**config.mk**
```make
export PLATFORM = sky130hd
export DESIGN_NAME = same_size_fir_correlator
export DESIGN_NICKNAME = d
export VERILOG_FILES = /design/src/sv/sfc_pkg.sv /design/src/sv/same_size_fir_correlator.sv /design/src/sv/sfc_cell.sv /design/src/sv/sfc_mac.sv
export SDC_FILE = /design/constraint.sdc
export NUM_CORES = 2
export LEC_CHECK = 0
export BUFFER_PORTS_ARGS = -buffer_cell sky130_fd_sc_hd__clkbuf_2
export CAP_MARGIN = 40
export CORE_UTILIZATION = 55
export CTS_BUF_LIST = sky130_fd_sc_hd__clkbuf_8
export DETAILED_ROUTE_END_ITERATION = 7
export GPL_ROUTABILITY_DRIVEN = 1
export PLACE_DENSITY = 0.71
export SYNTH_ARGS = -nofsm -noshare
export SYNTH_HDL_FRONTEND = slang
export SYNTH_SLANG_ARGS = --single-unit
```
**constraint.sdc**
```tcl
create_clock -name clk -period 11.5 [get_ports clk]
set_clock_uncertainty 0.15 [all_clocks]
set_input_delay 1.725 -clock clk [delete_from_list [all_inputs] [get_ports clk]]
set_output_delay 1.725 -clock clk [all_outputs]
set_load 0.01 [all_outputs]
```
**src/sv/sfc_pkg.sv**
```systemverilog
// ----------------------------------------------------------------------------
// sfc_pkg
// Shared constants and types of the same-size zero-padded fir correlator.
// ----------------------------------------------------------------------------
package sfc_pkg;

	localparam int MAX_TAPS    = 32;
	localparam int SAMPLE_BITS = 16;
	localparam int COEF_BITS   = 16;
	localparam int RESULT_BITS = 37;
	localparam int PROD_BITS   = SAMPLE_BITS + COEF_BITS;
	localparam int IDX_W       = $clog2(MAX_TAPS);
	localparam int TAP_W       = $clog2(MAX_TAPS + 1);

	// item codes
	localparam logic OP_LOAD   = 1'b0;
	localparam logic OP_SAMPLE = 1'b1;

	// per-cycle commands broadcast along the cell row
	typedef struct packed {
		logic win_shift;   // window moves towards the old end, new value enters cell 0
		logic win_rotate;  // window ring turns towards cell 0
		logic win_clear;   // window cleared at frame end
		logic coef_rotate; // coefficient ring turns towards the last cell
	} cell_ctl_t;

endpackage

```
**src/sv/same_size_fir_correlator.sv**
```systemverilog
// ----------------------------------------------------------------------------
// same_size_fir_correlator
// Same-length zero-padded 1D correlation over a frame of samples, built on a
// row of cells that hold the sample window and the coefficients as two rings.
// ----------------------------------------------------------------------------
//
// channel | direction | handshake           | payload
// --------+-----------+---------------------+-----------------------------------
// in      | input     | in_valid/in_ready   | opcode, tap_index, coefficient_value,
//         |           |                     | sample_value, last_sample
// out     | output    | out_valid/out_ready | result_value, last_result
// cfg     | input     | cfg_valid/cfg_ready | cfg_data (tap_count)
//
// Each output pass turns the coefficient ring 32 - tap_count places into
// line, the single multiply-accumulate then walks tap_count cells, the
// window ring turns the rest of the way back, and the final state hands
// the sum to the output register. A flush adds one zero shift per output
// after the first, and before the first one zero shift for each look-ahead
// sample the frame lacks. Reset gives zero coefficients, an empty window
// and tap_count one. A stalled output holds the row only once the next
// sum is ready.
// ----------------------------------------------------------------------------
module same_size_fir_correlator (
	input  logic                                   clk,
	input  logic                                   arst_n,
	input  logic                                   in_valid,
	output logic                                   in_ready,
	input  logic                                   opcode,
	input  logic [sfc_pkg::IDX_W-1:0]              tap_index,
	input  logic signed [sfc_pkg::COEF_BITS-1:0]   coefficient_value,
	input  logic signed [sfc_pkg::SAMPLE_BITS-1:0] sample_value,
	input  logic                                   last_sample,
	output logic                                   out_valid,
	input  logic                                   out_ready,
	output logic signed [sfc_pkg::RESULT_BITS-1:0] result_value,
	output logic                                   last_result,
	input  logic                                   cfg_valid,
	output logic                                   cfg_ready,
	input  logic [sfc_pkg::TAP_W-1:0]              cfg_data
);

	localparam int N   = sfc_pkg::MAX_TAPS;
	localparam int CW  = sfc_pkg::IDX_W;
	localparam int TW  = sfc_pkg::TAP_W;

	typedef enum logic [5:0] {
		ST_IDLE    = 6'b000001,
		ST_ZSHIFT  = 6'b000010,
		ST_ALIGN   = 6'b000100,
		ST_MAC     = 6'b001000,
		ST_RESTORE = 6'b010000,
		ST_FIN     = 6'b100000
	} state_t;

	state_t                                 state_q;
	logic [CW-1:0]                          cnt_q;
	logic [CW:0]                            rem_q;
	logic                                   frame_last_q;
	logic [TW-1:0]                          tc_q;
	logic [TW-1:0]                          seen_q;
	logic                                   out_valid_q;
	logic signed [sfc_pkg::RESULT_BITS-1:0] result_q;
	logic                                   last_q;

	logic [TW-1:0]                          taps;
	logic [TW-1:0]                          half;
	logic [TW-1:0]                          look;
	logic [TW-1:0]                          avail;
	logic [TW-1:0]                          zeros;
	logic [CW-1:0]                          taps_m1;
	logic [CW-1:0]                          pad_m1;
	logic                                   full_kernel;
	logic                                   in_xfer;
	logic                                   load_xfer;
	logic                                   sample_xfer;
	logic                                   out_load;
	logic                                   launch;
	logic                                   mac_clear;
	logic signed [sfc_pkg::SAMPLE_BITS-1:0] shift_val;
	logic signed [sfc_pkg::RESULT_BITS-1:0] mac_sum;
	sfc_pkg::cell_ctl_t                     ctl;
	logic signed [sfc_pkg::SAMPLE_BITS-1:0] win_w  [N];
	logic signed [sfc_pkg::COEF_BITS-1:0]   coef_w [N];

	// tap count in use and derived offsets
	always_comb begin
		if (tc_q == '0) begin
			taps = TW'(1);
		end else if (tc_q > TW'(N)) begin
			taps = TW'(N);
		end else begin
			taps = tc_q;
		end
		half        = taps >> 1;
		look        = taps - TW'(1) - half;
		avail       = (seen_q < look) ? seen_q : look;
		zeros       = look - avail;
		taps_m1     = CW'(taps - TW'(1));
		pad_m1      = CW'(TW'(N) - taps - TW'(1));
		full_kernel = (taps == TW'(N));
	end

	// handshakes
	assign in_ready    = (state_q == ST_IDLE);
	assign cfg_ready   = 1'b1;
	assign in_xfer     = in_valid && in_ready;
	assign load_xfer   = in_xfer && (opcode == sfc_pkg::OP_LOAD);
	assign sample_xfer = in_xfer && (opcode == sfc_pkg::OP_SAMPLE);
	assign out_load    = (state_q == ST_FIN) && (!out_valid_q || out_ready);

	// tap count register
	always_ff @(posedge clk or negedge arst_n) begin
		if (!arst_n) begin
			tc_q <= TW'(1);
		end else if (cfg_valid && cfg_ready) begin
			tc_q <= cfg_data;
		end
	end

	// start of one output pass
	always_comb begin
		launch = 1'b0;
		case (state_q)
			ST_IDLE: begin
				launch = sample_xfer &&
					((last_sample && zeros == '0) || (!last_sample && seen_q >= look));
			end
			ST_ZSHIFT: begin
				launch = (cnt_q == '0);
			end
			default: begin
				launch = 1'b0;
			end
		endcase
	end

	// sequencer
	always_ff @(posedge clk or negedge arst_n) begin
		if (!arst_n) begin
			state_q      <= ST_IDLE;
			cnt_q        <= '0;
			rem_q        <= '0;
			frame_last_q <= 1'b0;
			seen_q       <= '0;
		end else begin
			if (sample_xfer && seen_q < TW'(N)) begin
				seen_q <= seen_q + TW'(1);
			end
			if (launch) begin
				state_q <= full_kernel ? ST_MAC : ST_ALIGN;
				cnt_q   <= full_kernel ? taps_m1 : pad_m1;
			end
			case (state_q)
				ST_IDLE: begin
					if (sample_xfer) begin
						frame_last_q <= last_sample;
						rem_q        <= last_sample ? (CW+1)'(avail + TW'(1)) : (CW+1)'(1);
						if (last_sample && zeros != '0) begin
							state_q <= ST_ZSHIFT;
							cnt_q   <= CW'(zeros - TW'(1));
						end
					end
				end
				ST_ZSHIFT: begin
					if (cnt_q != '0) begin
						cnt_q <= cnt_q - CW'(1);
					end
				end
				ST_ALIGN: begin
					if (cnt_q == '0) begin
						state_q <= ST_MAC;
						cnt_q   <= taps_m1;
					end else begin
						cnt_q <= cnt_q - CW'(1);
					end
				end
				ST_MAC: begin
					if (cnt_q == '0) begin
						state_q <= full_kernel ? ST_FIN : ST_RESTORE;
						cnt_q   <= pad_m1;
					end else begin
						cnt_q <= cnt_q - CW'(1);
					end
				end
				ST_RESTORE: begin
					if (cnt_q == '0) begin
						state_q <= ST_FIN;
					end else begin
						cnt_q <= cnt_q - CW'(1);
					end
				end
				ST_FIN: begin
					if (out_load) begin
						if (rem_q > (CW+1)'(1)) begin
							rem_q   <= rem_q - (CW+1)'(1);
							state_q <= ST_ZSHIFT;
							cnt_q   <= '0;
						end else begin
							rem_q   <= '0;
							state_q <= ST_IDLE;
							if (frame_last_q) begin
								seen_q <= '0;
							end
						end
					end
				end
				default: begin
					state_q <= ST_IDLE;
				end
			endcase
		end
	end

	// commands to the cell row
	always_comb begin
		ctl.win_shift   = sample_xfer || (state_q == ST_ZSHIFT);
		ctl.win_rotate  = (state_q == ST_MAC) || (state_q == ST_RESTORE);
		ctl.win_clear   = out_load && frame_last_q && (rem_q == (CW+1)'(1));
		ctl.coef_rotate = (state_q == ST_ALIGN) || (state_q == ST_MAC);
		shift_val       = (state_q == ST_ZSHIFT) ? '0 : sample_value;
	end

	// row of cells: window ring turns towards cell 0, coefficients the other way
	for (genvar i = 0; i < N; i++) begin : g_cell
		sfc_cell u_cell (
			.clk       (clk),
			.arst_n    (arst_n),
			.ctl       (ctl),
			.win_up    ((i == 0) ? shift_val : win_w[(i + N - 1) % N]),
			.win_down  (win_w[(i + 1) % N]),
			.coef_prev (coef_w[(i + N - 1) % N]),
			.coef_wr   (load_xfer && (tap_index == CW'(i))),
			.coef_data (coefficient_value),
			.win       (win_w[i]),
			.coef      (coef_w[i])
		);
	end

	// multiply-accumulate fed from the two ends of the row
	assign mac_clear = launch;

	sfc_mac u_mac (
		.clk    (clk),
		.arst_n (arst_n),
		.clear  (mac_clear),
		.issue  (state_q == ST_MAC),
		.sample (win_w[0]),
		.coef   (coef_w[N-1]),
		.sum    (mac_sum)
	);

	// output register
	always_ff @(posedge clk or negedge arst_n) begin
		if (!arst_n) begin
			out_valid_q <= 1'b0;
		end else if (out_load) begin
			out_valid_q <= 1'b1;
		end else if (out_ready) begin
			out_valid_q <= 1'b0;
		end
	end

	always_ff @(posedge clk) begin
		if (out_load) begin
			result_q <= mac_sum;
			last_q   <= frame_last_q && (rem_q == (CW+1)'(1));
		end
	end

	assign out_valid    = out_valid_q;
	assign result_value = result_q;
	assign last_result  = last_q;

`ifndef SYNTHESIS
	// mac step count never exceeds the kernel
	a_mac_cnt: assert property (@(posedge clk) disable iff (!arst_n)
		(state_q == ST_MAC) |-> (cnt_q <= taps_m1))
		else $error("mac step count beyond kernel");

	// a finished sum reaches the output register once there is room
	a_fin_load: assert property (@(posedge clk) disable iff (!arst_n)
		((state_q == ST_FIN) && (!out_valid_q || out_ready)) |=> out_valid)
		else $error("finished sum not delivered");

	// outputs are owed whenever the sequencer is busy
	a_rem_busy: assert property (@(posedge clk) disable iff (!arst_n)
		(state_q != ST_IDLE) |-> (rem_q != '0))
		else $error("busy with no output owed");

	// frame end empties the sample count and marks the output
	a_frame_end: assert property (@(posedge clk) disable iff (!arst_n)
		ctl.win_clear |=> ((seen_q == '0) && out_valid && last_result))
		else $error("frame end not handled");
`endif

endmodule

```
**src/sv/sfc_cell.sv**
```systemverilog
// ----------------------------------------------------------------------------
// sfc_cell
// One cell of the row: holds one window sample and one coefficient, and
// passes both to its neighbours when the rings turn.
// ----------------------------------------------------------------------------
module sfc_cell (
	input  logic                                   clk,
	input  logic                                   arst_n,
	input  sfc_pkg::cell_ctl_t                     ctl,
	input  logic signed [sfc_pkg::SAMPLE_BITS-1:0] win_up,
	input  logic signed [sfc_pkg::SAMPLE_BITS-1:0] win_down,
	input  logic signed [sfc_pkg::COEF_BITS-1:0]   coef_prev,
	input  logic                                   coef_wr,
	input  logic signed [sfc_pkg::COEF_BITS-1:0]   coef_data,
	output logic signed [sfc_pkg::SAMPLE_BITS-1:0] win,
	output logic signed [sfc_pkg::COEF_BITS-1:0]   coef
);

	logic signed [sfc_pkg::SAMPLE_BITS-1:0] win_q;
	logic signed [sfc_pkg::COEF_BITS-1:0]   coef_q;

	// window sample: shift in, ring turn or frame clear
	always_ff @(posedge clk or negedge arst_n) begin
		if (!arst_n) begin
			win_q <= '0;
		end else if (ctl.win_clear) begin
			win_q <= '0;
		end else if (ctl.win_shift) begin
			win_q <= win_up;
		end else if (ctl.win_rotate) begin
			win_q <= win_down;
		end
	end

	// coefficient: load or ring turn
	always_ff @(posedge clk or negedge arst_n) begin
		if (!arst_n) begin
			coef_q <= '0;
		end else if (coef_wr) begin
			coef_q <= coef_data;
		end else if (ctl.coef_rotate) begin
			coef_q <= coef_prev;
		end
	end

	assign win  = win_q;
	assign coef = coef_q;

endmodule

```
**src/sv/sfc_mac.sv**
```systemverilog
// ----------------------------------------------------------------------------
// sfc_mac
// Multiply-accumulate at the end of the cell row: registered product, then
// exact accumulation of one output.
// ----------------------------------------------------------------------------
module sfc_mac (
	input  logic                                   clk,
	input  logic                                   arst_n,
	input  logic                                   clear,
	input  logic                                   issue,
	input  logic signed [sfc_pkg::SAMPLE_BITS-1:0] sample,
	input  logic signed [sfc_pkg::COEF_BITS-1:0]   coef,
	output logic signed [sfc_pkg::RESULT_BITS-1:0] sum
);

	logic signed [sfc_pkg::PROD_BITS-1:0]   prod_s1;
	logic                                   prod_vld_s1;
	logic signed [sfc_pkg::RESULT_BITS-1:0] acc_q;
	logic signed [sfc_pkg::RESULT_BITS-1:0] prod_ext;

	// product stage
	always_ff @(posedge clk) begin
		prod_s1 <= sample * coef;
	end

	always_ff @(posedge clk or negedge arst_n) begin
		if (!arst_n) begin
			prod_vld_s1 <= 1'b0;
		end else begin
			prod_vld_s1 <= issue;
		end
	end

	assign prod_ext = prod_vld_s1 ?
		sfc_pkg::RESULT_BITS'(prod_s1) : '0;

	// accumulator
	always_ff @(posedge clk or negedge arst_n) begin
		if (!arst_n) begin
			acc_q <= '0;
		end else if (clear) begin
			acc_q <= '0;
		end else begin
			acc_q <= acc_q + prod_ext;
		end
	end

	// running total including a product still in flight
	assign sum = acc_q + prod_ext;

endmodule

```
==> impl_metrics.tcl <==
set metrics [dict create \
    outcome "finished clean" \
    rows 124 \
    io_buffers 89 \
    power.leakage_nw 32.5 \
    cts.path.max_buffers 3 \
    netlist_instances 7155 \
    nets 7431 \
    syn2layout_area_growth_pct 8.80 \
    die_h_um 343 \
    slew_headroom 0.297 \
    hold_slack_ns 0.326 \
    final_layout_size_suffix_gt1_frac 0.0758 \
    vias_per_cell 6.01 \
    first_pass_iters 6 \
    fmax_mhz 139 \
    setup_ws_ns 4.32 \
    cts_tree "built" \
    cts_setup_buffers 0 \
    vias 51900 \
    setup_violations 0 \
    rsz0062_at_grt "no" \
    synth_seq_cells 1163 \
    yosysUniqueCellTypes 90 \
    path_clk_slew_ns 0.07 \
    grt_pass1_wl_mm 263 \
    wl_mm 158 \
    syn_area_um2 64100 \
    hold_viol_final 0 \
    critPathCaptureType "register" \
    cp_max_fo 30 \
    place_congestion 0.889 \
    grt_pass1_vias 50600 \
    ys_seq_area_frac 0.455 \
    drt_first_iter_violations 5179 \
    clockRootBuffer "clkbuf_8" \
    max-vdd-ir-drop_mv 0.182 \
    coreArea_um2 115000 \
    synthesis.nets 7611 \
    grt_start_max_net_pins 268 \
    cp.arrival_ns 7.84 \
    start_util 0.558 \
    gr-total-overflow 0 \
    grt_use_total 0.270 \
    maxCapViolCount 0 \
    final.setup.tns_ns 0 \
    h-tree-depth 4 \
    drv_slew 0 \
    critPathLaunchType "register" \
    die_x_um 343 \
    die_area_um2 118000 \
    fill_cells 9820 \
    post_cts_resized 0 \
    antenna_found_initial 6 \
    final.period_utilization 0.624 \
    synth.avg_cell_area_um2 8.96 \
    postRouteAntennaNets 0 \
    place_ws_ns 4.33 \
    path_class "register to register" \
    ys_warn_count 0 \
    cts_inserted_buffers 192 \
    period_minus_slack_ns 7.18 \
    clk_latency_ns 0.93 \
    drc 0 \
    pin_count 91 \
    place_hpwl_mm 101 \
    hold_buffers 0 \
    clock_sinks 1163 \
    tightest_slew_ns 1.06 \
    p_per_area_nw_per_um2 220 \
    avgRoutedWirePerCell_um 18.3 \
    dominantRegCellSynth "dfrtp_1" \
    synth_edf_count 38 \
    cp_data_required_time_ns 12.16 \
    hp-class "register to register" \
    synthArstFlopShare 0.940 \
]
## critical path, stage by stage (launching register included)
cell	delay [ns]
dfrtp_1	0.42
nor4_1	0.26
o21ai_0	0.25
ha_1	0.36
xor2_1	0.18
ha_1	0.36
o21ai_0	0.28
a21oi_1	0.09
o21ai_0	0.16
nand2b_1	0.12
ha_1	0.36
o211ai_1	0.10
a211o_1	0.25
o211a_1	0.19
o31ai_4	0.15
mux2i_1	0.36
ha_1	0.22
inv_1	0.06
fa_1	0.45
a21o_1	0.19
a21oi_1	0.28
nor2_1	0.09
nand4b_1	0.19
nand2_1	0.27
a31oi_4	0.81
nor2_1	0.17
a211oi_1	0.25
## cell families after synthesis
family | synth area share
flops | 0.455
simple gates | 0.219
xor+xnor | 0.0132
buf+inv | 0.0537
other cells | 0.0000585
compound gates | 0.144
mux | 0.00502
fa+ha+maj | 0.110
## layout make-up
cell class | instances | area (um2) | area share
diodes | 4 | 10.0 | 0.000144
clock buffers | 240 | 3300 | 0.0474
clock inverters | 100 | 698 | 0.0100
inverters | 322 | 1210 | 0.0173
multi-input cells | 5095 | 31600 | 0.453
flip-flops and latches | 1163 | 29100 | 0.418
well taps | 1512 | 1890 | 0.0271
repair buffers | 201 | 1900 | 0.0273
## state kept, by name, summed over array words and instances, names as in the netlist
name / cells
g_cell.u_cell.coef: 512
g_cell.u_cell.win: 512
result_value: 37
u_mac.acc_q: 37
u_mac.prod_s1: 32
rem_q: 6
seen_q: 6
state_q: 6
tc_q: 6
cnt_q: 5
frame_last_q: 1
last_result: 1
out_valid: 1
u_mac.prod_vld_s1: 1
## layout by cell type, fill, tap and decap left out, drive strengths merged, types with 31 or more instances in the layout
master and instances:
xor2 31, inv 397, a21o 32, fa 265, nor2 612, nand2 1537, clkbuf 328, o21ai 84
dfxtp 32, ha 141, buf 113, a31oi 477, a22oi 515, a311oi 36, xnor2 61, edfxtp 38
nand3 765, dfrtp 1091, a21oi 92, nand2b 31, and2 155
## cell usage after synthesis (all sizes together) (25+ instances only)
master,n,area [um2]
dfxtp,32,641
nand2b,31,194
and2,155,970
edfxtp,38,1140
inv,321,1200
xor2,31,290
nand3,765,3840
a31oi,477,2980
clkbuf,482,1810
xnor2,61,534
dfrtp,1091,27300
buf,93,424
a21oi,92,464
nand2,1537,5770
nor2,612,2350
mux2i,25,250
a21o,32,248
o21ai,84,424
nor2b,25,156
a311oi,36,322
fa,265,5310
a22oi,515,3870
ha,141,1760
## metal layers
metal  GRT usage  wire length, um  up-vias  part of all wire
met5           0               29        -           0.00018
met4      0.0807             3490        4             0.022
met3      0.0376             8690      240             0.055
met2       0.427            74500     1531              0.47
met1       0.389            71300    26000              0.45
li1            -                -    24200                 -
## where the power goes
group	switching, mW	internal (mW)
clock	1.77	2.01
combinational	3.18	2.12
sequential	1.02	5.29
## final timing paths
kind,cells past startpoint,slack (ns),end,startpoint
max,26,4.32,state_q[2]$_DFF_PN0_,tc_q[1]$_DFFE_PN0P_
min,2,0.33,g_cell[17].u_cell.coef[6]$_DFFE_PN0P_,g_cell[17].u_cell.coef[6]$_DFFE_PN0P_
max reg2reg,26,4.32,state_q[2]$_DFF_PN0_,tc_q[1]$_DFFE_PN0P_
min reg2reg,2,0.33,g_cell[17].u_cell.coef[6]$_DFFE_PN0P_,g_cell[17].u_cell.coef[6]$_DFFE_PN0P_
max in group asynchronous,3,8.45,g_cell[23].u_cell.win[5]$_DFFE_PN0P_,arst_n
min in group asynchronous,1,0.64,u_mac.acc_q[20]$_DFF_PN0_,arst_n
## metrics by stage
stage,area (um2),cells,total power [mW],utilization
floorplan,64100,7155,10.1,-
global placement,64800,8241,11.3,0.564
detailed placement,65700,8293,11.6,0.572
CTS,69700,8633,15.5,0.607
global route,69700,8637,16.5,0.607
finish,69700,8637,15.4,0.607
Power figures use the tool's default switching activity.
